`src/sv/two_point_thermal_calibration_defines.svh`:
```
// ----------------------------------------------------------------------------
// two_point_thermal_calibration_defines
// Assertion macros for the thermal calibration block.
// ----------------------------------------------------------------------------
`ifndef TWO_POINT_THERMAL_CALIBRATION_DEFINES_SVH
`define TWO_POINT_THERMAL_CALIBRATION_DEFINES_SVH

// same-cycle implication, clocked on clk, off during reset
`define TPTC_ASSERT_SAME(lbl, ante, cons, msg) \
	lbl: assert property (@(posedge clk) disable iff (!arst_n) (ante) |-> (cons)) \
		else $error(msg);

// next-cycle implication, clocked on clk, off during reset
`define TPTC_ASSERT_NEXT(lbl, ante, cons, msg) \
	lbl: assert property (@(posedge clk) disable iff (!arst_n) (ante) |=> (cons)) \
		else $error(msg);

`endif

```
`src/sv/tptc_pkg.sv`:
```
// ----------------------------------------------------------------------------
// tptc_pkg
// Widths, constants and the coefficient bundle of the thermal calibration.
// ----------------------------------------------------------------------------
`default_nettype none

package tptc_pkg;

	localparam int RAW_W     = 12;
	localparam int CALIB_W   = 32;
	localparam int CNT_W     = 12;
	localparam int THOT_W    = 8;
	localparam int HOT_LSB   = 20;
	localparam int ROOM_LSB  = 8;
	localparam int DT_W      = 10;
	localparam int DEN_W     = 13;
	localparam int DTMAG_W   = 8;
	localparam int MAG1_W    = 18;
	localparam int PROD_W    = 20;
	localparam int MAG2_W    = 30;
	localparam int DIV_STEPS = 30;
	localparam int SLOPE_W   = 19;
	localparam int OUT_W     = 32;
	localparam int MUL_W     = 32;
	localparam int SUM_W     = 34;
	localparam int MILLI     = 1000;

	typedef struct packed {
		logic                      err;
		logic signed [SLOPE_W-1:0] slope;
		logic signed [OUT_W-1:0]   offset;
	} coef_t;

endpackage

`default_nettype wire

```
`src/sv/two_point_thermal_calibration.sv`:
```
// ----------------------------------------------------------------------------
// two_point_thermal_calibration
// Raw 12-bit sensor count to millidegrees Celsius via two-point calibration.
// ----------------------------------------------------------------------------
// Usage:
//   Config: calib_we writes calib_word (hot count 31:20, room count 19:8,
//   hot temperature 7:0). After each write busy is high while the slope and
//   offset divisions run, one quotient bit per cycle; when the two counts
//   are equal there is nothing to divide and busy is high for a single cycle.
//   Input: a transaction is taken at a clock edge with start high and busy
//   low; raw_count is sampled there; one is taken per cycle while not busy.
//   Output: done is high for one cycle with temp_millicelsius and
//   calib_error, after the stage 1, multiply, add and saturate registers.
//   Results leave in order, one per transaction.
//   The receiver cannot stall; results are never held back.
//   Equal hot and room counts give calib_error high and a zero result.
//   Reset: calib_word clears to zero, so results carry calib_error until
//   a valid word is written; pipeline valids clear, busy is low.
// ----------------------------------------------------------------------------
`default_nettype none
`include "two_point_thermal_calibration_defines.svh"

module two_point_thermal_calibration #(
	parameter int ROOM_TEMP_C = 25
) (
	input  wire logic                                clk,
	input  wire logic                                arst_n,
	input  wire logic                                calib_we,
	input  wire logic [tptc_pkg::CALIB_W-1:0]        calib_word,
	input  wire logic                                start,
	output logic                                     busy,
	input  wire logic [tptc_pkg::RAW_W-1:0]          raw_count,
	output logic                                     done,
	output logic signed [tptc_pkg::OUT_W-1:0]        temp_millicelsius,
	output logic                                     calib_error
);

	tptc_pkg::coef_t                       coef;
	logic                                  accept;

	logic                                  valid_s1;
	logic [tptc_pkg::RAW_W-1:0]            raw_s1;
	tptc_pkg::coef_t                       coef_s1;

	logic                                  valid_s2;
	logic signed [tptc_pkg::MUL_W-1:0]     prod_s2;
	logic signed [tptc_pkg::OUT_W-1:0]     offset_s2;
	logic                                  err_s2;

	logic                                  valid_s3;
	logic signed [tptc_pkg::SUM_W-1:0]     sum_s3;
	logic                                  err_s3;

	logic                                  done_q;
	logic signed [tptc_pkg::OUT_W-1:0]     temp_q;
	logic                                  err_q;

	logic signed [tptc_pkg::MUL_W-1:0]     raw_x;
	logic signed [tptc_pkg::MUL_W-1:0]     slope_x;
	logic signed [tptc_pkg::MUL_W-1:0]     prod;
	logic signed [tptc_pkg::SUM_W-1:0]     sum;
	logic signed [tptc_pkg::OUT_W-1:0]     sat;

	tptc_coef #(
		.ROOM_TEMP_C (ROOM_TEMP_C)
	) u_coef (
		.clk        (clk),
		.arst_n     (arst_n),
		.calib_we   (calib_we),
		.calib_word (calib_word),
		.coef       (coef),
		.busy       (busy)
	);

	assign accept = start && !busy;

	assign raw_x   = {{(tptc_pkg::MUL_W - tptc_pkg::RAW_W){1'b0}}, raw_s1};
	assign slope_x = {{(tptc_pkg::MUL_W - tptc_pkg::SLOPE_W){coef_s1.slope[tptc_pkg::SLOPE_W-1]}},
		coef_s1.slope};
	assign prod    = raw_x * slope_x;

	assign sum = {{(tptc_pkg::SUM_W - tptc_pkg::MUL_W){prod_s2[tptc_pkg::MUL_W-1]}}, prod_s2}
		+ {{(tptc_pkg::SUM_W - tptc_pkg::OUT_W){offset_s2[tptc_pkg::OUT_W-1]}}, offset_s2};

	always_comb begin
		if (!sum_s3[tptc_pkg::SUM_W-1]
			&& sum_s3[tptc_pkg::SUM_W-2:tptc_pkg::OUT_W-1] != '0) begin
			sat = {1'b0, {(tptc_pkg::OUT_W-1){1'b1}}};
		end else if (sum_s3[tptc_pkg::SUM_W-1]
			&& sum_s3[tptc_pkg::SUM_W-2:tptc_pkg::OUT_W-1] != '1) begin
			sat = {1'b1, {(tptc_pkg::OUT_W-1){1'b0}}};
		end else begin
			sat = sum_s3[tptc_pkg::OUT_W-1:0];
		end
	end

	always_ff @(posedge clk or negedge arst_n) begin
		if (!arst_n) begin
			valid_s1 <= 1'b0;
			valid_s2 <= 1'b0;
			valid_s3 <= 1'b0;
			done_q   <= 1'b0;
		end else begin
			valid_s1 <= accept;
			valid_s2 <= valid_s1;
			valid_s3 <= valid_s2;
			done_q   <= valid_s3;
		end
	end

	always_ff @(posedge clk) begin
		if (accept) begin
			raw_s1  <= raw_count;
			coef_s1 <= coef;
		end
		prod_s2   <= prod;
		offset_s2 <= coef_s1.offset;
		err_s2    <= coef_s1.err;
		sum_s3    <= sum;
		err_s3    <= err_s2;
		temp_q    <= err_s3 ? '0 : sat;
		err_q     <= err_s3;
	end

	assign done              = done_q;
	assign temp_millicelsius = temp_q;
	assign calib_error       = err_q;

	`TPTC_ASSERT_NEXT(a_accept_enters, start && !busy, valid_s1, "accepted transaction lost")
	`TPTC_ASSERT_NEXT(a_s3_gives_done, valid_s3, done, "result strobe missing")
	`TPTC_ASSERT_NEXT(a_no_stray_done, !valid_s3, !done, "result strobe without transaction")
	`TPTC_ASSERT_SAME(a_err_zero, done && calib_error, temp_millicelsius == '0, "error result not zero")
	`TPTC_ASSERT_NEXT(a_write_busy, calib_we, busy, "busy not raised after calibration write")

endmodule

`default_nettype wire

```
`src/sv/tptc_coef.sv`:
```
// ----------------------------------------------------------------------------
// tptc_coef
// Holds the fuse word and derives slope and offset from it with two parallel
// one-bit-per-cycle restoring dividers, run after each write with unequal counts.
// ----------------------------------------------------------------------------
`default_nettype none

module tptc_coef #(
	parameter int ROOM_TEMP_C = 25
) (
	input  wire logic                           clk,
	input  wire logic                           arst_n,
	input  wire logic                           calib_we,
	input  wire logic [tptc_pkg::CALIB_W-1:0]   calib_word,
	output tptc_pkg::coef_t                     coef,
	output logic                                busy
);

	localparam int STEP_W = $clog2(tptc_pkg::DIV_STEPS);

	typedef enum logic [4:0] {
		ST_IDLE  = 5'b00001,
		ST_MUL   = 5'b00010,
		ST_SCALE = 5'b00100,
		ST_DIV   = 5'b01000,
		ST_FIN   = 5'b10000
	} coef_state_t;

	typedef struct packed {
		logic [tptc_pkg::CNT_W-1:0]  rem;
		logic [tptc_pkg::MAG2_W-1:0] num;
	} div_t;

	function automatic div_t div_step(div_t cur, logic [tptc_pkg::CNT_W-1:0] dv);
		logic [tptc_pkg::CNT_W:0]   sh;
		logic [tptc_pkg::CNT_W+1:0] trial;
		div_t                       nxt;
		sh    = {cur.rem, cur.num[tptc_pkg::MAG2_W-1]};
		trial = {1'b0, sh} - {2'b00, dv};
		if (!trial[tptc_pkg::CNT_W+1]) begin
			nxt.rem = trial[tptc_pkg::CNT_W-1:0];
			nxt.num = {cur.num[tptc_pkg::MAG2_W-2:0], 1'b1};
		end else begin
			nxt.rem = sh[tptc_pkg::CNT_W-1:0];
			nxt.num = {cur.num[tptc_pkg::MAG2_W-2:0], 1'b0};
		end
		return nxt;
	endfunction

	coef_state_t                        state_q;
	logic [tptc_pkg::CALIB_W-1:0]       calib_q;
	logic [STEP_W-1:0]                  step_q;
	logic [tptc_pkg::CNT_W-1:0]         den_mag_q;
	logic                               sign1_q;
	logic                               sign2_q;
	logic [tptc_pkg::MAG1_W-1:0]        mag1_q;
	logic [tptc_pkg::PROD_W-1:0]        prod_q;
	div_t                               div1_q;
	div_t                               div2_q;
	logic                               err_q;
	logic signed [tptc_pkg::SLOPE_W-1:0] slope_q;
	logic signed [tptc_pkg::OUT_W-1:0]  offset_q;

	logic [tptc_pkg::CNT_W-1:0]         n_hot;
	logic [tptc_pkg::CNT_W-1:0]         n_room;
	logic [tptc_pkg::THOT_W-1:0]        t_hot;
	logic signed [tptc_pkg::DT_W-1:0]   dt;
	logic signed [tptc_pkg::DEN_W-1:0]  den;
	logic [tptc_pkg::DTMAG_W-1:0]       dt_mag;
	logic [tptc_pkg::CNT_W-1:0]         den_mag;
	logic [tptc_pkg::SLOPE_W-1:0]       q1_x;
	logic [tptc_pkg::OUT_W-1:0]         q2_x;
	logic [tptc_pkg::OUT_W-1:0]         q2_s;
	logic [tptc_pkg::OUT_W-1:0]         base;

	assign n_hot   = calib_q[tptc_pkg::HOT_LSB +: tptc_pkg::CNT_W];
	assign n_room  = calib_q[tptc_pkg::ROOM_LSB +: tptc_pkg::CNT_W];
	assign t_hot   = calib_q[tptc_pkg::THOT_W-1:0];
	assign dt      = {2'b00, t_hot} - tptc_pkg::DT_W'(ROOM_TEMP_C);
	assign den     = {1'b0, n_hot} - {1'b0, n_room};
	assign dt_mag  = dt[tptc_pkg::DT_W-1] ? tptc_pkg::DTMAG_W'(-dt) : dt[tptc_pkg::DTMAG_W-1:0];
	assign den_mag = den[tptc_pkg::DEN_W-1] ? tptc_pkg::CNT_W'(-den) : den[tptc_pkg::CNT_W-1:0];

	assign q1_x = {1'b0, div1_q.num[tptc_pkg::MAG1_W-1:0]};
	assign q2_x = {2'b00, div2_q.num};
	assign q2_s = sign2_q ? -q2_x : q2_x;
	assign base = tptc_pkg::OUT_W'(t_hot * tptc_pkg::MILLI);

	always_ff @(posedge clk or negedge arst_n) begin
		if (!arst_n) begin
			state_q <= ST_IDLE;
			calib_q <= '0;
			err_q   <= 1'b1;
			step_q  <= '0;
		end else if (calib_we) begin
			state_q <= ST_MUL;
			calib_q <= calib_word;
		end else begin
			unique case (state_q)
				ST_IDLE: begin
					state_q <= ST_IDLE;
				end
				ST_MUL: begin
					if (den == '0) begin
						err_q   <= 1'b1;
						state_q <= ST_IDLE;
					end else begin
						state_q <= ST_SCALE;
					end
				end
				ST_SCALE: begin
					step_q  <= '0;
					state_q <= ST_DIV;
				end
				ST_DIV: begin
					step_q <= step_q + 1'b1;
					if (step_q == STEP_W'(tptc_pkg::DIV_STEPS - 1)) begin
						state_q <= ST_FIN;
					end
				end
				ST_FIN: begin
					err_q   <= 1'b0;
					state_q <= ST_IDLE;
				end
				default: begin
					state_q <= ST_IDLE;
				end
			endcase
		end
	end

	always_ff @(posedge clk) begin
		if (state_q == ST_MUL) begin
			den_mag_q <= den_mag;
			sign1_q   <= (!dt[tptc_pkg::DT_W-1] && dt != '0) ^ den[tptc_pkg::DEN_W-1];
			sign2_q   <= dt[tptc_pkg::DT_W-1] ^ den[tptc_pkg::DEN_W-1];
			mag1_q    <= tptc_pkg::MAG1_W'(dt_mag * tptc_pkg::MILLI);
			prod_q    <= tptc_pkg::PROD_W'(n_room) * tptc_pkg::PROD_W'(dt_mag);
		end
		if (state_q == ST_SCALE) begin
			div1_q.rem <= '0;
			div1_q.num <= {{(tptc_pkg::MAG2_W - tptc_pkg::MAG1_W){1'b0}}, mag1_q};
			div2_q.rem <= '0;
			div2_q.num <= tptc_pkg::MAG2_W'(prod_q * tptc_pkg::MILLI);
		end
		if (state_q == ST_DIV) begin
			div1_q <= div_step(div1_q, den_mag_q);
			div2_q <= div_step(div2_q, den_mag_q);
		end
		if (state_q == ST_FIN) begin
			slope_q  <= sign1_q ? -q1_x : q1_x;
			offset_q <= base + q2_s;
		end
	end

	assign coef.err    = err_q;
	assign coef.slope  = slope_q;
	assign coef.offset = offset_q;
	assign busy        = (state_q != ST_IDLE);

endmodule

`default_nettype wire
```
`config.mk`:
```
export PLATFORM = sky130hd
export DESIGN_NAME = two_point_thermal_calibration
export DESIGN_NICKNAME = d
export VERILOG_FILES = /design/src/sv/tptc_pkg.sv /design/src/sv/two_point_thermal_calibration.sv /design/src/sv/tptc_coef.sv
export VERILOG_INCLUDE_DIRS = /design/src /design/src/sv
export SDC_FILE = /design/constraint.sdc
export NUM_CORES = 2
export LEC_CHECK = 0
export ABC_AREA = 1
export BUFFER_PORTS_ARGS = -buffer_cell sky130_fd_sc_hd__clkbuf_2
export CAP_MARGIN = 40
export CORE_ASPECT_RATIO = 1.1
export CORE_MARGIN = 1.5
export CORE_UTILIZATION = 30
export CTS_CLUSTER_DIAMETER = 200
export DETAILED_ROUTE_END_ITERATION = 16
export GPL_TIMING_DRIVEN = 0
export SYNTH_ARGS = -nofsm -noshare
export SYNTH_HDL_FRONTEND = slang
export SYNTH_SLANG_ARGS = --single-unit
```
`constraint.sdc`:
```
create_clock -name clk -period 6.61 [get_ports clk]
set_input_delay 0.661 -clock clk [delete_from_list [all_inputs] [get_ports clk]]
set_output_delay 0.661 -clock clk [all_outputs]
set_load 0.005 [all_outputs]
```
Word-level counts from Yosys, hierarchy flattened
Cells that the tools add are included.
{ "op_classes": {"n_bitwise": 3, "multipliers": 5, "add_sub_neg": 11, "n_eq_ne": 9, "n_mux": 19, "n_reduce_logical": 15} }
{ "op_table": {"columns": ["op", "count"], "rows": [
  ["$mux W42", 6],
  ["$mux W32", 2],
  ["$add A32 B32 Y33", 1],
  ["$add A18 B32 Y32", 1],
  ["$mul A13 B19 Y32", 1],
  ["$neg A30 Y32", 1],
  ["$mux W31", 1],
  ["$mul A8 B7 Y15 const B", 2],
  ["$sub A13 B12 Y14", 2],
  ["$mul A20 B7 Y27 const B", 1],
  ["$mul A12 B8 Y20", 1],
  ["$neg A18 Y19", 1],
  ["$mux W18", 1],
  ["$pmux W5 S3", 1],
  ["$logic_not A13 Y1", 1],
  ["$sub A12 B12 Y13", 1],
  ["$mux W12", 1],
  ["$neg A12 Y12", 1],
  ["$eq A5 B5 Y1 const B", 2],
  ["$mux W5", 2],
  ["$pmux W5 S2", 1],
  ["$reduce_bool A10 Y1", 1],
  ["$sub A8 B5 Y9 const B", 1],
  ["$mux W8", 1],
  ["20 further kinds", 28]
]} }
{ "word_totals": {"out_inout_bits": 35, "ff_bits": 427, "in_bits": 48} }

Logic depth before layout (Yosys ltp)
{ "logic_depth": {"ltp_word": 5, "ltp_mapped": 30, "mapped_depth_nobuf": 30} }

Modules after synthesis
A second synthesis with hierarchy kept.
{ "hier_totals": {"cells_unflattened": 4562, "area_unflattened_um2": 38628.3} }
{ "modules_own_cells": {"columns": ["module", "seq_area_each_um2", "cells_per_inst", "instances", "area_per_inst_um2"], "rows": [
  ["tptc_coef", 6603.8, 2448, 1, 21820.9],
  ["two_point_thermal_calibration", 4664.5, 2114, 1, 16807.4]
]} }

Worst setup path after synthesis
No wires, ideal clock.
{ "synth_timing": {"path_type": "register to register", "start": "reg u_coef.calib_q[0] (netlist name)", "end": "reg u_coef.prod_q[17] (netlist name), data pin", "path_buffers": 1, "slack_ps": 761, "required_ps": 6346, "period_less_slack_ps": 5849, "path_stages_with_launch": 27, "t_arrival_ps": 5585, "cell_sequence": "dfrtp_1 buf_6 clkinv_1 ha_1 xor2_1 nor2_2 nand3_2 or3_4 nand2_4 nand2_4 nand2_8 nor2_2 fa_1 inv_1 fa_1 inv_1 fa_1 inv_1 fa_1 inv_1 ha_1 nand2_1 nor2_1 nand4_1 o2111ai_1 a31oi_1 xor2_1"} }
{ "synth_between": {"elab_chain_cells": 4} }
{ "synth_lines": {"columns": ["element", "line_no", "text"], "rows": [
  ["from (decl)", "tptc_coef.sv:51", "logic [tptc_pkg::CALIB_W-1:0] calib_q;"],
  ["from (signal assigned)", "tptc_coef.sv:97", "calib_q <= calib_word;"],
  ["$sub A8 B5 Y9 (*)", "tptc_coef.sv:79", "assign dt = {2'b00, t_hot} - tptc_pkg::DT_W'(ROOM_TEMP_C);"],
  ["$neg A8 Y8", "tptc_coef.sv:81", "assign dt_mag = dt[tptc_pkg::DT_W-1] ? tptc_pkg::DTMAG_W'(-dt) : dt[tptc_pkg::DTMAG_W-1:0];"],
  ["$mux W8 (*)", "tptc_coef.sv:81", null],
  ["$mul A12 B8 Y20 (*)", "tptc_coef.sv:138", "prod_q <= tptc_pkg::PROD_W'(n_room) * tptc_pkg::PROD_W'(dt_mag);"],
  ["to (signal assigned)", "tptc_coef.sv:138", null],
  ["to (decl)", "tptc_coef.sv:57", "logic [tptc_pkg::PROD_W-1:0] prod_q;"]
]} }
Mark *: on every way between the ends. The rest lies on a longest branch, timed or not.
A chain may end at the register's enable or synchronous reset.

Worst setup path after layout
Ends and elaborated chain as after synthesis.

==> out/summary.txt <==
STATUS
-------------------------------------------------------------------------------------
Status                                                                      completed

CLOCK TREE
-------------------------------------------------------------------------------------
Clock tree from TritonCTS                                                        done
CTS root buf                                                             sky130_fd_sc_hd__clkbuf_16
Clock transition at path regs                                                 0.06 ns
H-tree depth                                                                        2
Count of hold-fix buffers inserted at cts                                           0
TritonCTS buffer count                                                             49
Number of buffers on the longest clock path                                         3
Number of sinks on the clock net                                                  427
Source-to-sink clock delay at the later pin of the worst-skew pair            0.64 ns

CELLS AND AREA
-------------------------------------------------------------------------------------
Layout overhead on the synthesized area                                        12.10%
Final Non-Filler Cells                                                           5896
Fraction of layout instances using a drive strength above 1                   0.07059
Most frequent standard cell in the layout excluding fill and tap cells   sky130_fd_sc_hd__nand2_1
Antenna cells                                                                       0
Commonest cells after routing, fill and taps aside                       sky130_fd_sc_hd__nand2_1, sky130_fd_sc_hd__inv_1, sky130_fd_sc_hd__fa_1
Total number of nets in the final design                                         5001

PLACEMENT
-------------------------------------------------------------------------------------
Count of port buffers added during placement                                       81
Half-perimeter wire length after placement                               73140 microns
Post-placement cell count                                                        5799
Routability congestion estimate from global placement                          0.9142

DETAILED ROUTING
-------------------------------------------------------------------------------------
First-iteration detailed-routing DRC count                                       1414
Detailed-route via count                                                       26.55k
DRC                                                                                 0
First-pass DRT Iterations                                                           5
Antenna-violating nets left                                                         0
Via density per instance                                                        4.503
Average wire length per cell after detail routing                        14.98 microns
Routed WL                                                                88300 microns

SYNTHESIS
-------------------------------------------------------------------------------------
Sequential area share after synthesis                                          0.3057
Main area contributors after synthesis                                   sky130_fd_sc_hd__fa_1, sky130_fd_sc_hd__edfxtp_1, sky130_fd_sc_hd__ha_1, sky130_fd_sc_hd__nand2_1, sky130_fd_sc_hd__inv_1
EDFF count, synth                                                                 248
Proportion of netlist area held by the largest area contributor                0.2102
Netlist area before placement                                            0.03686 sq mm
Number of instances in the synthesized netlist                                   4072
Yosys top cell by area                                                   sky130_fd_sc_hd__fa_1
Average instance area after synthesis                                     9.051 sq um
Most used flip-flop cell after synthesis                                 sky130_fd_sc_hd__edfxtp_1
Net count of the mapped netlist                                                  4850
Number of warnings issued by yosys                                                  0
Asr flop ratio synth                                                           0.1101
Seq cells post-synth                                                              427
Post-synthesis cell type count                                                     58

FLOW RUN
-------------------------------------------------------------------------------------
Max Cap Viol                                                                        0

CRITICAL PATH
-------------------------------------------------------------------------------------
Worst r2r path cells                                                               26
Worst flop-to-flop path startpoint                                       u_coef.calib_q[0]$_DFFE_PN0P_
Crit path arrival time                                                        6.57 ns
Category of the critical setup timing path                                    reg2reg
Worst Setup EP                                                           u_coef.prod_q[17]$_DFFE_PP_
Register-to-Register Setup Slack                                              0.37 ns
Critical path capture point type                                             register
Worst R2R End                                                            u_coef.prod_q[17]$_DFFE_PP_
Maximum cell stage delay along the critical path                              0.56 ns
Slowest stage cell, crit path                                            sky130_fd_sc_hd__fa_1
Required time worst endpoint                                                  6.94 ns
Maximum fanout encountered on the critical timing path                             11
Startpoint kind of the worst setup timing path                               register
Origin of the worst setup path                                           u_coef.calib_q[0]$_DFFE_PN0P_

DIE
-------------------------------------------------------------------------------------
Die height                                                               370.6 microns
Boundary pin count                                                                 83
FP Rows                                                                           134
Core ar.                                                                 0.1216 sq mm
Starting density of the core                                                   0.3032
Full die area                                                            0.1250 sq mm
Overall die width                                                        337.2 microns

TIMING
-------------------------------------------------------------------------------------
Number of hold violations in the final report                                       0
Clock Skew                                                                 0.05738 ns
Total setup violations reported at the end of the flow                              0
Max Clk Rate                                                                160.3 MHz
Slew of the pin with the lowest slew margin                                 0.8061 ns
Final period demand of the worst path                                        6.236 ns
Final hold slack                                                            0.1324 ns
RSZ-0062 raised after global routing                                             true
Number of slew-limit violations in the final report                                 0
Share of the cycle needed by the critical path after routing                   0.9435
Rel. slew slack                                                                0.4626

GLOBAL ROUTING
-------------------------------------------------------------------------------------
Global-route wire length before repair                                   146100 microns
Antenna violations before repair                                                    3
Vias in the first global route                                                 27.88k
Sum of overflow across all layers after global routing                              0
Global-route usage over all layers                                             0.1467
Largest net degree at the start of global routing                                  60

MIN PATH
-------------------------------------------------------------------------------------
Worst hold path type                                                         in2async

[synth_stat cells, types with 24 or more instances]
cell,count
sky130_fd_sc_hd__nand2_2,27
sky130_fd_sc_hd__edfxtp_1,248
sky130_fd_sc_hd__nand4_1,25
sky130_fd_sc_hd__dfxtp_1,132
sky130_fd_sc_hd__fa_1,387
sky130_fd_sc_hd__nand3_1,108
sky130_fd_sc_hd__o21ai_0,176
sky130_fd_sc_hd__a21oi_1,227
sky130_fd_sc_hd__xnor2_1,49
sky130_fd_sc_hd__a21o_1,24
sky130_fd_sc_hd__xor2_1,152
sky130_fd_sc_hd__dfrtp_1,45
sky130_fd_sc_hd__nor2_1,293
sky130_fd_sc_hd__nor3_1,34
sky130_fd_sc_hd__nand2_1,784
sky130_fd_sc_hd__ha_1,343
sky130_fd_sc_hd__clkbuf_1,71
sky130_fd_sc_hd__inv_1,771
[worst max-delay path, delay by kind of cell, from the launching register on]
| kind | cells | cell delay [ns] |
|---|---|---|
| AND/OR/NAND/NOR | 6 | 0.75 |
| XOR/XNOR | 2 | 0.39 |
| AO/OA/AOI/OAI | 4 | 0.80 |
| flip-flops | 1 | 0.43 |
| adder cells (fa/ha/maj) | 6 | 2.56 |
| buffers and inverters | 8 | 1.01 |
[flip-flops by register name, indices dropped and copies added (netlist names), 5 cells and up]
signal and count:
u_coef.prod_q 20, u_coef.div2_q 42, coef_s1 52, u_coef.offset_q 32, sum_s3 33, u_coef.slope_q 19, u_coef.state_q 5, prod_s2 32
raw_s1 12, u_coef.den_mag_q 12, offset_s2 32, u_coef.calib_q 32, temp_millicelsius 32, u_coef.step_q 5, u_coef.mag1_q 15, u_coef.div1_q 42
[metal layers]
metal  track usage  vias to the layer above  routed length (microns)
met5             0                        -                        0
met4       0.05172                        0                     3126
met3       0.01626                      147                     3299
met2        0.2505                      511                    41970
met1        0.1912                    12770                    39910
li1              -                    13130                        -
[how the worst min path moves through the flow]
| stage | slack, ns | to | startpoint | cells after the start |
|---|---|---|---|---|
| after floorplan | 0.31 | err_s3$_DFF_P_ | err_s2$_DFF_P_ | 0 |
| after global placement | 0.32 | err_s3$_DFF_P_ | err_s2$_DFF_P_ | 0 |
| after detailed placement | 0.32 | err_s3$_DFF_P_ | err_s2$_DFF_P_ | 0 |
| after CTS | 0.12 | u_coef.calib_q[29]$_DFFE_PN0P_ | arst_n | 1 |
| after global routing | 0.13 | u_coef.state_q[1]$_DFFE_PN0P_ | calib_we | 1 |
| final | 0.13 | u_coef.calib_q[27]$_DFFE_PN0P_ | arst_n | 1 |
[repair_timing]
item,CTS,global route
resized for setup,8,12
setup endpoints to repair,16,23
buffers inserted,2,6
[stage by stage]
step / setup TNS, ns / cell area (sq um) / worst slack [ns] / utilization
after detailed placement: -5.843 / 39530 / -0.6997 / 0.3252
after floorplan: 0 / 36860 / 0.7615 / -
after CTS: 0 / 41250 / 0.01576 / 0.3393
after global placement: -8.294 / 39300 / -0.7600 / 0.3233
after global routing: -0.01183 / 41310 / -0.01183 / 0.3399
final: 0 / 41310 / 0.3735 / 0.3399
[cells by family (layout without fill, tap and decap cells)]
group                    count (synthesis)  after routing  synth area share
AND/OR/NAND/NOR                       1331           1331            0.1516
flip-flops                             427            427            0.3057
adder cells (fa/ha/maj)                730            730            0.3267
AO/OA/AOI/OAI                          510            510           0.07662
buffers and inverters                  868           1060           0.08908
XOR/XNOR                               206            206           0.05028
[final cells by class]
class / instances / area (sq um)
tap: 1632 / 2042
inverter: 785 / 2970
multi-input combinational: 2777 / 22360
timing repair buffer: 103 / 669.4
sequential: 427 / 11270
buffer: 80 / 317.8
clock buffer: 67 / 1400
clock inverter: 25 / 285.3
fill: 12570 / 80240
Power is left out: the tool's default activity adds up to more than one toggle a clock period on the data nets, which glitch-free logic cannot reach.
